**src/light_grid_bucket_allocator_macros.svh**
```systemverilog
// ----------------------------------------------------------------------------
// Light grid bucket allocator assertion macros
// Concurrent check helpers clocked on clk and disabled while rst_n is low.
// ----------------------------------------------------------------------------
`ifndef LIGHT_GRID_BUCKET_ALLOCATOR_MACROS_SVH
`define LIGHT_GRID_BUCKET_ALLOCATOR_MACROS_SVH
`ifndef NO_ASSERTIONS
`define LGBA_ASSERT_IMP(label, ante, cons) \
    label: assert property (@(posedge clk) disable iff (!rst_n) (ante) |-> (cons)) \
        else $error("same-cycle check failed");
`define LGBA_ASSERT_NEXT(label, ante, cons) \
    label: assert property (@(posedge clk) disable iff (!rst_n) (ante) |=> (cons)) \
        else $error("next-cycle check failed");
`define LGBA_ASSERT_NEVER(label, cond) \
    label: assert property (@(posedge clk) disable iff (!rst_n) !(cond)) \
        else $error("forbidden condition seen");
`else
`define LGBA_ASSERT_IMP(label, ante, cons)
`define LGBA_ASSERT_NEXT(label, ante, cons)
`define LGBA_ASSERT_NEVER(label, cond)
`endif
`endif

```
**src/lgba_pkg.sv**
```systemverilog
`timescale 1ns / 1ps
// ----------------------------------------------------------------------------
// Light grid bucket allocator package
// Shared constants, codes, types and the per-axis bucket count function.
// ----------------------------------------------------------------------------
package lgba_pkg;

    localparam int MAX_GROUPS_PER_AXIS   = 64;
    localparam int VOXELS_PER_GROUP_AXIS = 16;

    localparam int TABLE_AW    = 18;
    localparam int TABLE_DEPTH = 2 ** TABLE_AW;
    localparam int COORD_W     = 6;
    localparam int COUNT_W     = 7;
    localparam int OFFSET_W    = 31;
    localparam int ENTRY_OFS_W = 30;
    localparam int FRESH_W     = 19;
    localparam int EXTENT_W    = 18;
    localparam int CFG_IDX_W   = 3;

    localparam logic [OFFSET_W-1:0] OFFSET_STEP =
        OFFSET_W'(VOXELS_PER_GROUP_AXIS * VOXELS_PER_GROUP_AXIS * VOXELS_PER_GROUP_AXIS);

    localparam logic [1:0] OP_CLEAR  = 2'd0;
    localparam logic [1:0] OP_INSERT = 2'd1;
    localparam logic [1:0] OP_READ   = 2'd2;

    localparam logic [CFG_IDX_W-1:0] REG_ORIGIN_X = 3'd0;
    localparam logic [CFG_IDX_W-1:0] REG_ORIGIN_Y = 3'd1;
    localparam logic [CFG_IDX_W-1:0] REG_ORIGIN_Z = 3'd2;
    localparam logic [CFG_IDX_W-1:0] REG_SCALE_X  = 3'd3;
    localparam logic [CFG_IDX_W-1:0] REG_SCALE_Y  = 3'd4;
    localparam logic [CFG_IDX_W-1:0] REG_SCALE_Z  = 3'd5;
    localparam logic [CFG_IDX_W-1:0] REG_EXTENT   = 3'd6;

    localparam logic [31:0] SCALE_RESET = 32'd65536;

    typedef struct packed {
        logic                   valid;
        logic [ENTRY_OFS_W-1:0] offset;
    } entry_t;

    typedef struct packed {
        logic                wr_en;
        logic [TABLE_AW-1:0] wr_addr;
        entry_t              wr_data;
        logic                rd_en;
        logic [TABLE_AW-1:0] rd_addr;
    } tbl_req_t;

    typedef struct packed {
        logic [2:0][31:0]    origin;
        logic [2:0][31:0]    scale;
        logic [EXTENT_W-1:0] extent;
    } grid_cfg_t;

    typedef struct packed {
        logic                    done;
        logic                    err;
        logic [2:0][COORD_W-1:0] lo;
        logic [2:0][COORD_W-1:0] hi;
    } map_res_t;

    function automatic logic [COUNT_W-1:0] axis_count(input logic [COORD_W-1:0] field);
        logic [COUNT_W-1:0] c;
        c = {1'b0, field} + COUNT_W'(1);
        if (c > COUNT_W'(MAX_GROUPS_PER_AXIS))
        begin
            c = COUNT_W'(MAX_GROUPS_PER_AXIS);
        end
        return c;
    endfunction

endpackage

```
**src/lgba_mapper.sv**
```systemverilog
`timescale 1ns / 1ps
// ----------------------------------------------------------------------------
// Corner to bucket mapper
// Orders the bounds per axis, then maps the six corner values one per cycle
// through a subtract, magnitude, multiply and range check pipeline.
// ----------------------------------------------------------------------------
module lgba_mapper (
    input  logic               clk,
    input  logic               rst_n,
    input  logic               start,
    input  lgba_pkg::grid_cfg_t cfg,
    input  logic [2:0][31:0]   corner_a,
    input  logic [2:0][31:0]   corner_b,
    output lgba_pkg::map_res_t  res
);
    import lgba_pkg::*;

    localparam logic [2:0] CORNER_LAST = 3'd5;

    logic [2:0][31:0]        lo_p_reg;
    logic [2:0][31:0]        hi_p_reg;
    logic [2:0][31:0]        lo_p_next;
    logic [2:0][31:0]        hi_p_next;
    logic [2:0]              step_reg;
    logic [2:0]              step_next;
    logic                    busy_reg;
    logic                    busy_next;
    logic                    va_reg;
    logic                    vb_reg;
    logic                    vc_reg;
    logic                    done_reg;
    logic                    err_reg;
    logic [2:0]              tag_a_reg;
    logic [2:0]              tag_b_reg;
    logic [2:0]              tag_c_reg;
    logic [32:0]             d_reg;
    logic [31:0]             mag_reg;
    logic [31:0]             scale_b_reg;
    logic [31:0]             q_reg;
    logic                    neg_b_reg;
    logic                    neg_c_reg;
    logic [5:0][COORD_W-1:0] coord_reg;

    logic [1:0]              axis_a;
    logic [1:0]              axis_c;
    logic [31:0]             p_sel;
    logic [31:0]             org_sel;
    logic [32:0]             d_sel;
    logic [32:0]             mag_full;
    logic [63:0]             prod;
    logic [COUNT_W-1:0]      count_c;
    logic                    bad;

    always_comb
    begin
        for (int a = 0; a < 3; a++)
        begin
            if ($signed(corner_a[a]) > $signed(corner_b[a]))
            begin
                lo_p_next[a] = corner_b[a];
                hi_p_next[a] = corner_a[a];
            end
            else
            begin
                lo_p_next[a] = corner_a[a];
                hi_p_next[a] = corner_b[a];
            end
        end
    end

    always_comb
    begin
        busy_next = busy_reg;
        step_next = step_reg;
        if (start)
        begin
            busy_next = 1'b1;
            step_next = '0;
        end
        else if (busy_reg)
        begin
            step_next = step_reg + 3'd1;
            if (step_reg == CORNER_LAST)
            begin
                busy_next = 1'b0;
            end
        end
    end

    assign axis_a   = step_reg[2:1];
    assign p_sel    = step_reg[0] ? hi_p_reg[axis_a] : lo_p_reg[axis_a];
    assign org_sel  = cfg.origin[axis_a];
    assign d_sel    = {p_sel[31], p_sel} - {org_sel[31], org_sel};
    assign mag_full = d_reg[32] ? (33'd0 - d_reg) : d_reg;
    assign prod     = mag_reg * scale_b_reg;
    assign axis_c   = tag_c_reg[2:1];
    assign count_c  = axis_count(cfg.extent[6 * axis_c +: COORD_W]);
    assign bad      = (neg_c_reg && (q_reg != 32'd0)) || (q_reg >= {25'd0, count_c});

    always_ff @(posedge clk or negedge rst_n)
    begin
        if (!rst_n)
        begin
            busy_reg <= 1'b0;
            step_reg <= '0;
            va_reg   <= 1'b0;
            vb_reg   <= 1'b0;
            vc_reg   <= 1'b0;
            done_reg <= 1'b0;
            err_reg  <= 1'b0;
        end
        else
        begin
            busy_reg <= busy_next;
            step_reg <= step_next;
            va_reg   <= busy_reg;
            vb_reg   <= va_reg;
            vc_reg   <= vb_reg;
            done_reg <= vc_reg && (tag_c_reg == CORNER_LAST);
            if (start)
            begin
                err_reg <= 1'b0;
            end
            else if (vc_reg && bad)
            begin
                err_reg <= 1'b1;
            end
        end
    end

    always_ff @(posedge clk)
    begin
        if (start)
        begin
            lo_p_reg <= lo_p_next;
            hi_p_reg <= hi_p_next;
        end
        d_reg       <= d_sel;
        tag_a_reg   <= step_reg;
        mag_reg     <= mag_full[31:0];
        neg_b_reg   <= d_reg[32];
        scale_b_reg <= cfg.scale[tag_a_reg[2:1]];
        tag_b_reg   <= tag_a_reg;
        q_reg       <= prod[63:32];
        neg_c_reg   <= neg_b_reg;
        tag_c_reg   <= tag_b_reg;
        if (vc_reg)
        begin
            coord_reg[tag_c_reg] <= q_reg[COORD_W-1:0];
        end
    end

    assign res.done  = done_reg;
    assign res.err   = err_reg;
    assign res.lo[0] = coord_reg[0];
    assign res.hi[0] = coord_reg[1];
    assign res.lo[1] = coord_reg[2];
    assign res.hi[1] = coord_reg[3];
    assign res.lo[2] = coord_reg[4];
    assign res.hi[2] = coord_reg[5];

endmodule

```
**config.mk**
```make
export PLATFORM = sky130hd
export DESIGN_NAME = lgba_mapper
export DESIGN_NICKNAME = d
export VERILOG_FILES = /design/src/light_grid_bucket_allocator_macros.svh /design/src/lgba_pkg.sv /design/src/lgba_mapper.sv
export SDC_FILE = /design/constraint.sdc
export NUM_CORES = 2
export LEC_CHECK = 0
export BUFFER_PORTS_ARGS = -buffer_cell sky130_fd_sc_hd__buf_2
export CAP_MARGIN = 40
export CORE_MARGIN = 2
export CORE_UTILIZATION = 45
export DETAILED_ROUTE_END_ITERATION = 6
export PLACE_DENSITY_LB_ADDON = 0.2
export SETUP_SLACK_MARGIN = 0.3
export SYNTH_ARGS = -nofsm -noshare
export SYNTH_HDL_FRONTEND = slang
export SYNTH_SLANG_ARGS = --single-unit
```
**constraint.sdc**
```tcl
create_clock -name clk -period 7.4 [get_ports clk]
set_clock_uncertainty 0.15 [all_clocks]
set_input_delay 0.37 -clock clk [delete_from_list [all_inputs] [get_ports clk]]
set_output_delay 0.37 -clock clk [all_outputs]
set_load 0.1 [all_outputs]
```
==> impl_metrics.ini <==
[run_status]
outcome = finished clean

[synth]
ys_async_sr_fraction_pct = 2.387
syn_nets = 6873
yosysSeqAreaShare_pct = 18.94
ys_ff_latch = 377
yosysMostFrequentCell = inv_1
synth_area_leader_cell = fa_1
synth_top_area_share_pct = 34.40
yosys-top-cells-area = fa_1 (34%), edfxtp_1 (13%), ha_1 (9.6%)
synthTopCellsByCount = inv_1 (970), fa_1 (896), and2_1 (596), nand2_1 (566), ha_1 (400)
avgSynthCellArea_um2 = 10.08
ys.flop_type = edfxtp_1
synthesis.instances = 5172
netlist_area_mm2 = 0.05214
synth_edf_count = 228
yosys_warnings = 0
ys_types = 73

[timing]
period_share_pct = 99.08
setup_viol = 0
tns_ns = 0
slew_viol_final = 0
setup_ws_ns = 0.06823
period_minus_slack_ns = 7.332
max_freq_ghz = 0.1364
tightestPinTransition_ns = 0.9398
rsz0062_at_grt = yes
hold_violations = 0
maxSlewHeadroom_pct = 37.34

[layout]
final_cells = 7596
seq_area_mm2 = 0.009935
nFillCells = 9913
multi_input_area_mm2 = 0.03806
utilization_pct = 55.75
fin_nets = 7725
syn2layout_area_growth_pct = 22.59
drive_gt1_share_pct = 19.60

[clock_tree]
clk_latency_ns = 0.65
cts_buffers = 46
cts_tree = built
max-clock-path-buffers = 3
cts_htree_levels = 2
cts_sinks = 377
cts.reportedPaths.clkPinSlew_ns = 0.07
clock-root-buffer = clkbuf_16

[grt]
grt_pass1_wl_um = 246900
gr-usage-all-layers_pct = 27.41
grt_max_degree = 67
antenna_found_initial = 21
grt_pass1_vias = 42966
grt-ovfl-total = 0

[placed_design]
dp_cells = 7129
gp_congestion = 0.9254
port_buffers = 442
dp_hpwl_um = 129900
place_ws_ns = -0.4986

[floorplan]
pin_count = 443
coreArea_mm2 = 0.1147
die_y_um = 344.4
dieArea_mm2 = 0.1186
start_util_pct = 45.48
rows = 124
die_w_um = 344.4

[drt]
wl_per_cell_um = 21.16
vias_per_cell = 5.239
postRouteAntennaNets = 0
route.detailed.drc = 0
dr_total_vias = 39795
firstDrtPassIters = 5
drt_iter0_drc = 2203
routed_wl_um = 160800

[worst_setup_path]
cp_num_buf_inv = 9
setup.worst_path.class = reg2reg
critPathCaptureType = register
crit_top_cell = fa_1
cp.required_ns = 7.80
cp.arrival_ns = 7.74
critPathMaxStageDelay_ns = 0.54
crit_fanout = 8
start_kind = register
cp_top_family = adder cells
cp_slowest_cell = fa_1

[flow_run]
drv_cap = 0

[min_path]
hold_class = in2reg
[placed cells by master, fill, tap and decap left out, types with 22 or more instances in the layout]
master           n
fa_2            35
clkbuf_16       50
a21o_1          88
nand2_1        560
edfxtp_1       228
dfxtp_1        115
a21oi_1        104
xnor2_1         73
o21ai_0        116
buf_4          210
nand4_1         27
nor2_1          91
buf_2          442
ha_1           393
mux2i_1        102
mux4_2          32
buf_12          56
xor2_1          22
and2_1         589
dlygate4sd3_1  333
mux2_2         189
diode_2         22
inv_1          958
fa_1           861
[cell type report]
type | instances | area share [%]
Multi-Input combinational cell | 3558 | 59.54
Sequential cell | 377 | 15.54
Timing Repair Buffer | 1071 | 13.66
Inverter | 970 | 5.696
Tap cell | 1512 | 2.960
Clock buffer | 61 | 2.002
Clock inverter | 25 | 0.5128
Antenna cell | 22 | 0.08613
[repair_timing]
action,in CTS,in global routing
setup buffers,14,7
pin swaps,70,54
hold endpoints to repair,231,1
setup endpoints to repair,31,28
gates resized for setup,126,65
cloned,0,4
hold buffers,332,1
[stage by stage]
| step | hold WS (ns) | area, um^2 |
|---|---|---|
| floorplan | -0.07559 | 52150 |
| global placement | 0.08076 | 57890 |
| detailed placement | 0.08767 | 58030 |
| CTS | 0.002274 | 63510 |
| global route | 0.004374 | 63910 |
| finish | 0.01983 | 63920 |
[logic make-up after synthesis]
group	Yosys count	synth area share [%]
XOR/XNOR	95	1.596
AO/OA/AOI/OAI	433	5.164
AND/OR/NAND/NOR	1408	13.84
buffers and inverters	1237	8.977
flip-flops	377	18.94
adder cells (fa/ha/maj)	1296	44.00
multiplexers	326	7.487
[worst min-delay path: cells and delay by family]
| family | cells | cell delay (ns) |
|---|---|---|
| and+or+nand+nor | 1 | 0.04 |
| buffers and inverters | 1 | 0.08 |
| AOI/OAI and AO/OA | 1 | 0.23 |
[path summary, 6_finish.rpt]
check | from | endpoint | slack (ns) | cells past startpoint
hold / removal | cfg[57] | scale_b_reg[7] | 0.02 | 3
min in group asynchronous | rst_n | step_reg[1] | 0.56 | 3
hold reg to reg | tag_b_reg[0] | tag_c_reg[0] | 0.17 | 0
setup reg to reg | mag_reg[13] | q_reg[28] | 0.07 | 29
setup / recovery | mag_reg[13] | q_reg[28] | 0.07 | 29
max in group asynchronous | rst_n | step_reg[0] | 6.18 | 3
[per-layer routing]
metal	up-vias	part of all wire [%]	GRT usage (%)
met3	327	4.9	3.368
li1	17876	-	-
met1	20297	38	32.37
met4	2	5.1	12.07
met2	1293	52	49.83
met5	-	0.0068	0
Power is not shown: default switching activity piles up to over one toggle a cycle in this logic, so the estimate is an artifact.
