## src/light_grid_bucket_allocator_macros.svh

```systemverilog
// ----------------------------------------------------------------------------
// Light grid bucket allocator assertion macros
// Concurrent check helpers clocked on clk and disabled while rst_n is low.
// ----------------------------------------------------------------------------
`ifndef LIGHT_GRID_BUCKET_ALLOCATOR_MACROS_SVH
`define LIGHT_GRID_BUCKET_ALLOCATOR_MACROS_SVH
`ifndef NO_ASSERTIONS
`define LGBA_ASSERT_IMP(label, ante, cons) \
    label: assert property (@(posedge clk) disable iff (!rst_n) (ante) |-> (cons)) \
        else $error("same-cycle check failed");
`define LGBA_ASSERT_NEXT(label, ante, cons) \
    label: assert property (@(posedge clk) disable iff (!rst_n) (ante) |=> (cons)) \
        else $error("next-cycle check failed");
`define LGBA_ASSERT_NEVER(label, cond) \
    label: assert property (@(posedge clk) disable iff (!rst_n) !(cond)) \
        else $error("forbidden condition seen");
`else
`define LGBA_ASSERT_IMP(label, ante, cons)
`define LGBA_ASSERT_NEXT(label, ante, cons)
`define LGBA_ASSERT_NEVER(label, cond)
`endif
`endif

```

## src/lgba_pkg.sv

```systemverilog
`timescale 1ns / 1ps
// ----------------------------------------------------------------------------
// Light grid bucket allocator package
// Shared constants, codes, types and the per-axis bucket count function.
// ----------------------------------------------------------------------------
package lgba_pkg;

    localparam int MAX_GROUPS_PER_AXIS   = 64;
    localparam int VOXELS_PER_GROUP_AXIS = 16;

    localparam int TABLE_AW    = 18;
    localparam int TABLE_DEPTH = 2 ** TABLE_AW;
    localparam int COORD_W     = 6;
    localparam int COUNT_W     = 7;
    localparam int OFFSET_W    = 31;
    localparam int ENTRY_OFS_W = 30;
    localparam int FRESH_W     = 19;
    localparam int EXTENT_W    = 18;
    localparam int CFG_IDX_W   = 3;

    localparam logic [OFFSET_W-1:0] OFFSET_STEP =
        OFFSET_W'(VOXELS_PER_GROUP_AXIS * VOXELS_PER_GROUP_AXIS * VOXELS_PER_GROUP_AXIS);

    localparam logic [1:0] OP_CLEAR  = 2'd0;
    localparam logic [1:0] OP_INSERT = 2'd1;
    localparam logic [1:0] OP_READ   = 2'd2;

    localparam logic [CFG_IDX_W-1:0] REG_ORIGIN_X = 3'd0;
    localparam logic [CFG_IDX_W-1:0] REG_ORIGIN_Y = 3'd1;
    localparam logic [CFG_IDX_W-1:0] REG_ORIGIN_Z = 3'd2;
    localparam logic [CFG_IDX_W-1:0] REG_SCALE_X  = 3'd3;
    localparam logic [CFG_IDX_W-1:0] REG_SCALE_Y  = 3'd4;
    localparam logic [CFG_IDX_W-1:0] REG_SCALE_Z  = 3'd5;
    localparam logic [CFG_IDX_W-1:0] REG_EXTENT   = 3'd6;

    localparam logic [31:0] SCALE_RESET = 32'd65536;

    typedef struct packed {
        logic                   valid;
        logic [ENTRY_OFS_W-1:0] offset;
    } entry_t;

    typedef struct packed {
        logic                wr_en;
        logic [TABLE_AW-1:0] wr_addr;
        entry_t              wr_data;
        logic                rd_en;
        logic [TABLE_AW-1:0] rd_addr;
    } tbl_req_t;

    typedef struct packed {
        logic [2:0][31:0]    origin;
        logic [2:0][31:0]    scale;
        logic [EXTENT_W-1:0] extent;
    } grid_cfg_t;

    typedef struct packed {
        logic                    done;
        logic                    err;
        logic [2:0][COORD_W-1:0] lo;
        logic [2:0][COORD_W-1:0] hi;
    } map_res_t;

    function automatic logic [COUNT_W-1:0] axis_count(input logic [COORD_W-1:0] field);
        logic [COUNT_W-1:0] c;
        c = {1'b0, field} + COUNT_W'(1);
        if (c > COUNT_W'(MAX_GROUPS_PER_AXIS))
        begin
            c = COUNT_W'(MAX_GROUPS_PER_AXIS);
        end
        return c;
    endfunction

endpackage

```

## src/lgba_ctrl.sv

```systemverilog
`timescale 1ns / 1ps
`include "light_grid_bucket_allocator_macros.svh"
// ----------------------------------------------------------------------------
// Bucket allocator sequencer
// Runs the clearing sweep, the bucket walk with read-modify-write of the
// table, bucket reads, and the output register.
// ----------------------------------------------------------------------------
module lgba_ctrl (
    input  logic                              clk,
    input  logic                              rst_n,
    input  logic                              in_valid,
    output logic                              in_stall,
    input  logic [1:0]                        opcode,
    input  logic [lgba_pkg::TABLE_AW-1:0]     bucket_index,
    input  logic [lgba_pkg::EXTENT_W-1:0]     extent,
    output logic                              map_start,
    input  lgba_pkg::map_res_t                 map_res,
    output lgba_pkg::tbl_req_t                 tbl_req,
    input  lgba_pkg::entry_t                   rd_entry,
    output logic                              out_valid,
    input  logic                              out_stall,
    output logic                              entry_valid,
    output logic [lgba_pkg::ENTRY_OFS_W-1:0]  entry_offset,
    output logic [lgba_pkg::OFFSET_W-1:0]     total_elements,
    output logic [lgba_pkg::FRESH_W-1:0]      new_buckets,
    output logic                              range_error
);
    import lgba_pkg::*;

    localparam logic [3:0] ST_IDLE      = 4'd0;
    localparam logic [3:0] ST_CLEAR     = 4'd1;
    localparam logic [3:0] ST_MAP_WAIT  = 4'd2;
    localparam logic [3:0] ST_INIT1     = 4'd3;
    localparam logic [3:0] ST_INIT2     = 4'd4;
    localparam logic [3:0] ST_INIT3     = 4'd5;
    localparam logic [3:0] ST_WALK_RD   = 4'd6;
    localparam logic [3:0] ST_WALK_WR   = 4'd7;
    localparam logic [3:0] ST_READ_WAIT = 4'd8;
    localparam logic [3:0] ST_DONE      = 4'd9;

    localparam logic [TABLE_AW-1:0] TABLE_LAST = '1;

    logic [3:0]             state_reg;
    logic [3:0]             state_next;
    logic [TABLE_AW-1:0]    clr_addr_reg;
    logic [TABLE_AW-1:0]    clr_addr_next;
    logic                   clr_report_reg;
    logic                   clr_report_next;
    logic [OFFSET_W-1:0]    next_offset_reg;
    logic [OFFSET_W-1:0]    next_offset_next;
    logic                   out_valid_reg;
    logic                   out_valid_next;

    logic [COORD_W-1:0]     x_reg;
    logic [COORD_W-1:0]     y_reg;
    logic [COORD_W-1:0]     z_reg;
    logic [12:0]            plane_reg;
    logic [11:0]            rowoff_reg;
    logic [TABLE_AW-1:0]    zoff_reg;
    logic [TABLE_AW-1:0]    idx_reg;
    logic [TABLE_AW-1:0]    idx_x_reg;
    logic [TABLE_AW-1:0]    idx_y_reg;
    logic [FRESH_W-1:0]     fresh_reg;
    logic                   err_reg;
    logic                   res_valid_reg;
    logic [ENTRY_OFS_W-1:0] res_offset_reg;
    logic                   entry_valid_reg;
    logic [ENTRY_OFS_W-1:0] entry_offset_reg;
    logic [OFFSET_W-1:0]    total_reg;
    logic [FRESH_W-1:0]     new_buckets_reg;
    logic                   range_error_reg;

    logic                   accept;
    logic                   out_free;
    logic                   alloc;
    logic                   x_last;
    logic                   y_last;
    logic                   z_last;
    logic [COUNT_W-1:0]     nx;
    logic [COUNT_W-1:0]     ny;
    logic [13:0]            plane_full;
    logic [12:0]            rowoff_full;
    logic [18:0]            zoff_full;
    logic [TABLE_AW-1:0]    idx_start;
    logic [TABLE_AW-1:0]    idx_x_step;
    logic [TABLE_AW-1:0]    idx_y_step;

    assign in_stall    = (state_reg != ST_IDLE);
    assign accept      = in_valid && !in_stall;
    assign out_free    = !out_valid_reg || !out_stall;
    assign alloc       = (state_reg == ST_WALK_WR) && !rd_entry.valid;
    assign x_last      = (x_reg == map_res.hi[0]);
    assign y_last      = (y_reg == map_res.hi[1]);
    assign z_last      = (z_reg == map_res.hi[2]);
    assign nx          = axis_count(extent[COORD_W-1:0]);
    assign ny          = axis_count(extent[2*COORD_W-1:COORD_W]);
    assign plane_full  = nx * ny;
    assign rowoff_full = nx * map_res.lo[1];
    assign zoff_full   = plane_reg * map_res.lo[2];
    assign idx_start   = {12'd0, map_res.lo[0]} + {6'd0, rowoff_reg} + zoff_reg;
    assign idx_x_step  = idx_x_reg + TABLE_AW'(1);
    assign idx_y_step  = idx_y_reg + {11'd0, nx};
    assign map_start   = accept && (opcode == OP_INSERT);

    always_comb
    begin
        tbl_req.wr_en   = (state_reg == ST_CLEAR) || alloc;
        tbl_req.wr_addr = (state_reg == ST_CLEAR) ? clr_addr_reg : idx_reg;
        tbl_req.wr_data = '0;
        if (state_reg != ST_CLEAR)
        begin
            tbl_req.wr_data.valid  = 1'b1;
            tbl_req.wr_data.offset = next_offset_reg[ENTRY_OFS_W-1:0];
        end
        tbl_req.rd_en   = (accept && (opcode == OP_READ)) || (state_reg == ST_WALK_RD);
        tbl_req.rd_addr = (state_reg == ST_IDLE) ? bucket_index : idx_reg;
    end

    always_comb
    begin
        state_next       = state_reg;
        clr_addr_next    = clr_addr_reg;
        clr_report_next  = clr_report_reg;
        next_offset_next = next_offset_reg;
        out_valid_next   = out_valid_reg && out_stall;
        case (state_reg)
            ST_IDLE:
            begin
                if (accept)
                begin
                    case (opcode)
                        OP_CLEAR:
                        begin
                            state_next       = ST_CLEAR;
                            clr_addr_next    = '0;
                            clr_report_next  = 1'b1;
                            next_offset_next = '0;
                        end
                        OP_INSERT: state_next = ST_MAP_WAIT;
                        OP_READ:   state_next = ST_READ_WAIT;
                        default:   state_next = ST_DONE;
                    endcase
                end
            end
            ST_CLEAR:
            begin
                clr_addr_next = clr_addr_reg + TABLE_AW'(1);
                if (clr_addr_reg == TABLE_LAST)
                begin
                    state_next      = clr_report_reg ? ST_DONE : ST_IDLE;
                    clr_report_next = 1'b0;
                end
            end
            ST_MAP_WAIT:
            begin
                if (map_res.done)
                begin
                    state_next = map_res.err ? ST_DONE : ST_INIT1;
                end
            end
            ST_INIT1:     state_next = ST_INIT2;
            ST_INIT2:     state_next = ST_INIT3;
            ST_INIT3:     state_next = ST_WALK_RD;
            ST_WALK_RD:   state_next = ST_WALK_WR;
            ST_WALK_WR:
            begin
                if (alloc)
                begin
                    next_offset_next = next_offset_reg + OFFSET_STEP;
                end
                state_next = (x_last && y_last && z_last) ? ST_DONE : ST_WALK_RD;
            end
            ST_READ_WAIT: state_next = ST_DONE;
            ST_DONE:
            begin
                if (out_free)
                begin
                    out_valid_next = 1'b1;
                    state_next     = ST_IDLE;
                end
            end
            default:      state_next = ST_IDLE;
        endcase
    end

    always_ff @(posedge clk or negedge rst_n)
    begin
        if (!rst_n)
        begin
            state_reg       <= ST_CLEAR;
            clr_addr_reg    <= '0;
            clr_report_reg  <= 1'b0;
            next_offset_reg <= '0;
            out_valid_reg   <= 1'b0;
        end
        else
        begin
            state_reg       <= state_next;
            clr_addr_reg    <= clr_addr_next;
            clr_report_reg  <= clr_report_next;
            next_offset_reg <= next_offset_next;
            out_valid_reg   <= out_valid_next;
        end
    end

    always_ff @(posedge clk)
    begin
        case (state_reg)
            ST_IDLE:
            begin
                if (accept)
                begin
                    fresh_reg      <= '0;
                    err_reg        <= 1'b0;
                    res_valid_reg  <= 1'b0;
                    res_offset_reg <= '0;
                end
            end
            ST_MAP_WAIT:
            begin
                if (map_res.done)
                begin
                    err_reg <= map_res.err;
                    x_reg   <= map_res.lo[0];
                    y_reg   <= map_res.lo[1];
                    z_reg   <= map_res.lo[2];
                end
            end
            ST_INIT1:
            begin
                plane_reg  <= plane_full[12:0];
                rowoff_reg <= rowoff_full[11:0];
            end
            ST_INIT2:
            begin
                zoff_reg <= zoff_full[TABLE_AW-1:0];
            end
            ST_INIT3:
            begin
                idx_reg   <= idx_start;
                idx_x_reg <= idx_start;
                idx_y_reg <= idx_start;
            end
            ST_WALK_WR:
            begin
                if (alloc)
                begin
                    fresh_reg <= fresh_reg + FRESH_W'(1);
                end
                if (!z_last)
                begin
                    z_reg   <= z_reg + COORD_W'(1);
                    idx_reg <= idx_reg + {5'd0, plane_reg};
                end
                else if (!y_last)
                begin
                    y_reg     <= y_reg + COORD_W'(1);
                    z_reg     <= map_res.lo[2];
                    idx_y_reg <= idx_y_step;
                    idx_reg   <= idx_y_step;
                end
                else if (!x_last)
                begin
                    x_reg     <= x_reg + COORD_W'(1);
                    y_reg     <= map_res.lo[1];
                    z_reg     <= map_res.lo[2];
                    idx_x_reg <= idx_x_step;
                    idx_y_reg <= idx_x_step;
                    idx_reg   <= idx_x_step;
                end
            end
            ST_READ_WAIT:
            begin
                res_valid_reg  <= rd_entry.valid;
                res_offset_reg <= rd_entry.valid ? rd_entry.offset : '0;
            end
            ST_DONE:
            begin
                if (out_free)
                begin
                    entry_valid_reg  <= res_valid_reg;
                    entry_offset_reg <= res_offset_reg;
                    total_reg        <= next_offset_reg;
                    new_buckets_reg  <= fresh_reg;
                    range_error_reg  <= err_reg;
                end
            end
            default:
            begin
            end
        endcase
    end

    assign out_valid      = out_valid_reg;
    assign entry_valid    = entry_valid_reg;
    assign entry_offset   = entry_offset_reg;
    assign total_elements = total_reg;
    assign new_buckets    = new_buckets_reg;
    assign range_error    = range_error_reg;

    `LGBA_ASSERT_NEVER(a_wr_outside_sweep_or_walk, tbl_req.wr_en && (state_reg != ST_CLEAR) && (state_reg != ST_WALK_WR))
    `LGBA_ASSERT_IMP(a_map_done_while_waiting, map_res.done, state_reg == ST_MAP_WAIT)
    `LGBA_ASSERT_NEXT(a_offset_step, alloc, next_offset_reg == OFFSET_W'($past(next_offset_reg) + OFFSET_STEP))
    `LGBA_ASSERT_NEXT(a_out_only_from_done, !out_valid_reg && (state_reg != ST_DONE), !out_valid_reg)

endmodule
```

## config.mk

```make
export PLATFORM = sky130hd
export DESIGN_NAME = lgba_ctrl
export DESIGN_NICKNAME = d
export VERILOG_FILES = /design/src/lgba_pkg.sv /design/src/lgba_ctrl.sv
export VERILOG_INCLUDE_DIRS = /design/src /design/src/src
export SDC_FILE = /design/constraint.sdc
export NUM_CORES = 1
export LEC_CHECK = 0
export ABC_AREA = 1
export ABC_CLOCK_PERIOD_IN_PS = 4900
export BUFFER_PORTS_ARGS = -buffer_cell sky130_fd_sc_hd__buf_2
export CAP_MARGIN = 20
export CORE_ASPECT_RATIO = 1.5
export CORE_UTILIZATION = 35
export CTS_BUF_LIST = sky130_fd_sc_hd__clkbuf_2
export DETAILED_ROUTE_END_ITERATION = 6
export SLEW_MARGIN = 25
export SYNTH_ARGS = -nofsm -noshare
export SYNTH_HDL_FRONTEND = slang
export SYNTH_SLANG_ARGS = --single-unit
export TNS_END_PERCENT = 5
```

## constraint.sdc

```tcl
create_clock -name clk -period 4.9 [get_ports clk]
set_clock_uncertainty 0.2 [all_clocks]
set_input_delay 0.245 -clock clk [delete_from_list [all_inputs] [get_ports clk]]
set_output_delay 0.245 -clock clk [all_outputs]
set_load 0.02 [all_outputs]
```

==> flow_summary.yaml <==
outcome:
  outcome: "finished, final reports clean"
flow_run:
  maxCapViolCount: 0
routing:
  drc: 0
  vias: 18120
  wirelength_um: 61960
  wire_per_inst_um: 16.59
  viasPerCell: 4.852
  drtAntennaViolNets: 0
  detail_route.iter0.violations: 1019
  first_pass_iters: 6
critical_path:
  reg2reg_depth: 14
  required_ps: 5400
  critical_path_class: "input pin to register"
  reg2reg_to: "zoff_reg[12]"
  worstReg2RegStart: "plane_reg[2]"
  cp.arrival_ps: 5050
  critPathLaunchType: "input pin"
  reg2reg_slack_ps: 490
  critPathMaxFanout: 7
  end_kind: "register"
logic_synthesis:
  syn_area_mm2: 0.02075
  synth-edff-count: 236
  ys_seq_elements: 279
  syn_avg_cell_area_um2: 8.376
  yosys-top-cells-count: "nand2_1, inv_1, nor2_1"
  ys.flop_type: "edfxtp_1"
  synthDistinctLibCells: 53
  async_flop_share: 0.1541
  ys_top_cells_by_area: "edfxtp_1, nand2_1, fa_1"
  yosysMostFrequentCell: "nand2_1"
  yosysWarnings: 0
  synth_top_area_frac: 0.3416
  yosysSeqAreaShare: 0.3935
  synth_area_leader_cell: "edfxtp_1"
  netlist_instances: 2477
grt:
  grt_usage: 0.2057
  grt_use_met3: 0.02341
  grt.met1_usage: 0.2062
  antenna_found_initial: 1
  grt_util_met2: 0.4136
  grt_pass1_wl_um: 97040
  grt_busiest_layer: "met2"
  overflow: 0
  grt_pass1_vias: 18740
  grt_max_degree: 44
timing:
  max_freq_mhz: 219.9
  slew_headroom: 0.4306
  tightest_slew_ps: 852.0
  rsz0062_at_grt: "no"
  setup_tns_ps: 0
  finalCritPeriodShare: 0.9282
  period_minus_slack_ps: 4548
  drv_slew: 0
  setup_viol: 0
  hold_viol: 0
clock_network:
  cts_num_sinks: 279
  path_clk_slew_ps: 120
  clock_latency_ps: 980
  post-cts-setup-buffers: 0
  cts_tree: "done"
  clock_path_buffers: 3
  cts-root-buf: "clkbuf_2"
  cts_max_level: 3
  cts_buffers: 68
min_path:
  min_delay_path_depth: 9
  hp-start: "map_res[8]"
  hold_class: "input pin to register"
  min_to: "idx_y_reg[7]"
floorplanning:
  die_y_um: 300.2
  core_area_mm2: 0.05824
  num_io_pins: 265
  design.die.area_mm2: 0.06027
  rows: 108
  die_x_um: 200.8
  initial_core_util: 0.3562
pwr:
  p_per_area_mw_per_mm2: 412.3
  leakage_uw: 0.01204
  ir_drop_mv: 0.1553
placed_design:
  routabilityCongestion: 0.9323
  placed_cells: 3486
  dp_hpwl_um: 48450
  numPortBuffers: 234
cells_and_area:
  drive_gt1_frac: 0.1491
  finalNetCount: 3252
  final_cells: 3735
  area_growth_pct: 20.19
placed cells by master, fill, tap and decap left out, types with 5 or more instances in the layout:
cell type,netlist,routed
nand2_1,627,626
ha_1,130,129
nand3b_1,11,11
nor3_1,53,50
nand4_1,30,30
fa_1,96,96
nand3_1,164,164
nor2_2,8,9
nor2_1,244,243
dlygate4sd3_1,0,128
nor4_1,5,5
o21ai_0,96,96
conb_1,1,24
clkbuf_2,0,94
xnor2_1,31,31
xor2_1,75,75
buf_4,26,48
a31oi_1,5,5
dfrtp_1,42,42
o21ai_1,16,16
o21bai_1,7,7
o22ai_1,8,8
edfxtp_1,236,236
a21oi_1,80,78
inv_1,386,386
inv_2,9,13
or2_2,7,7
buf_2,11,233
a21o_1,5,5
clkinv_1,4,17
per-layer routing:
metal,up-vias,routed length [µm]
li1,8852,-
met1,8600,22340
met2,544,34380
met3,127,2695
met4,0,2539
met5,-,0
kinds of logic after synthesis:
family / synth area share
xor+xnor: 0.04475
other cells: 0.0001808
flops: 0.3935
fa+ha+maj: 0.1710
buf+inv: 0.09107
simple gates: 0.2390
compound gates: 0.06043
stage by stage:
stage | hold WS, ps | instance area, µm² | util | power, µW | setup WS [ps]
3_5_place_dp | 100.6 | 22960 | 0.3942 | 8565 | -271.1
3_3_place_gp | 202.3 | 22960 | 0.3942 | 8481 | -211.7
4_1_cts | 8.768 | 24900 | 0.4275 | 10350 | 231.8
5_1_grt | 138.3 | 24930 | 0.4281 | 11080 | 13.30
2_1_floorplan | -250.6 | 20840 | - | 6938 | -65.42
6_report | 94.96 | 24930 | 0.4281 | 10280 | 351.7
final cells by class:
class,count,area (µm²)
inverter,400,1504
tap,770,963.4
clock buffer,94,470.5
sequential,279,8164
antenna,1,2.502
clock inverter,25,161.4
fill,5782,33310
multi-input combinational,1756,10830
timing repair buffer,410,2835
critical path, stage by stage:
cell and delay [ps]:
dlygate4sd3_1 540, buf_2 140, ha_1 210, nand2_1 120
nor2_1 50, nand2_1 120, nor2_4 60, nand2_1 60
nand2_1 70, clkinv_1 60, buf_4 170, nand2_1 90
fa_1 550, inv_1 60, fa_1 520, inv_1 50
fa_1 520, inv_1 40, ha_1 280, ha_1 310
inv_1 70, nor4_1 330, o21ai_0 150, nand3_1 130
xor2_1 70
worst max-delay path by stage:
stage / endpoint / start / slack (ps) / cells past startpoint
after global routing: plane_reg[9] / extent[6] / 10 / 28
after CTS: plane_reg[10] / extent[6] / 230 / 28
after detailed placement: plane_reg[10] / extent[6] / -270 / 27
final: plane_reg[11] / extent[0] / 350 / 25
after global placement: plane_reg[10] / extent[6] / -210 / 27
after floorplan: plane_reg[10] / extent[6] / -70 / 26
what timing repair did:
action	in CTS	in global routing
endpoints found under the hold margin	282	0
resized for setup	0	5
hold buffers	129	0
endpoints found under the setup margin	0	4
power by group:
part / switching, µW / internal [µW] / leakage (µW)
combinational: 3390 / 1670 / 0.00880
sequential: 300 / 3290 / 0.00277
clock: 992 / 632 / 0.000480
total: 4690 / 5590 / 0.0120
(Power assumes the default switching activity.)
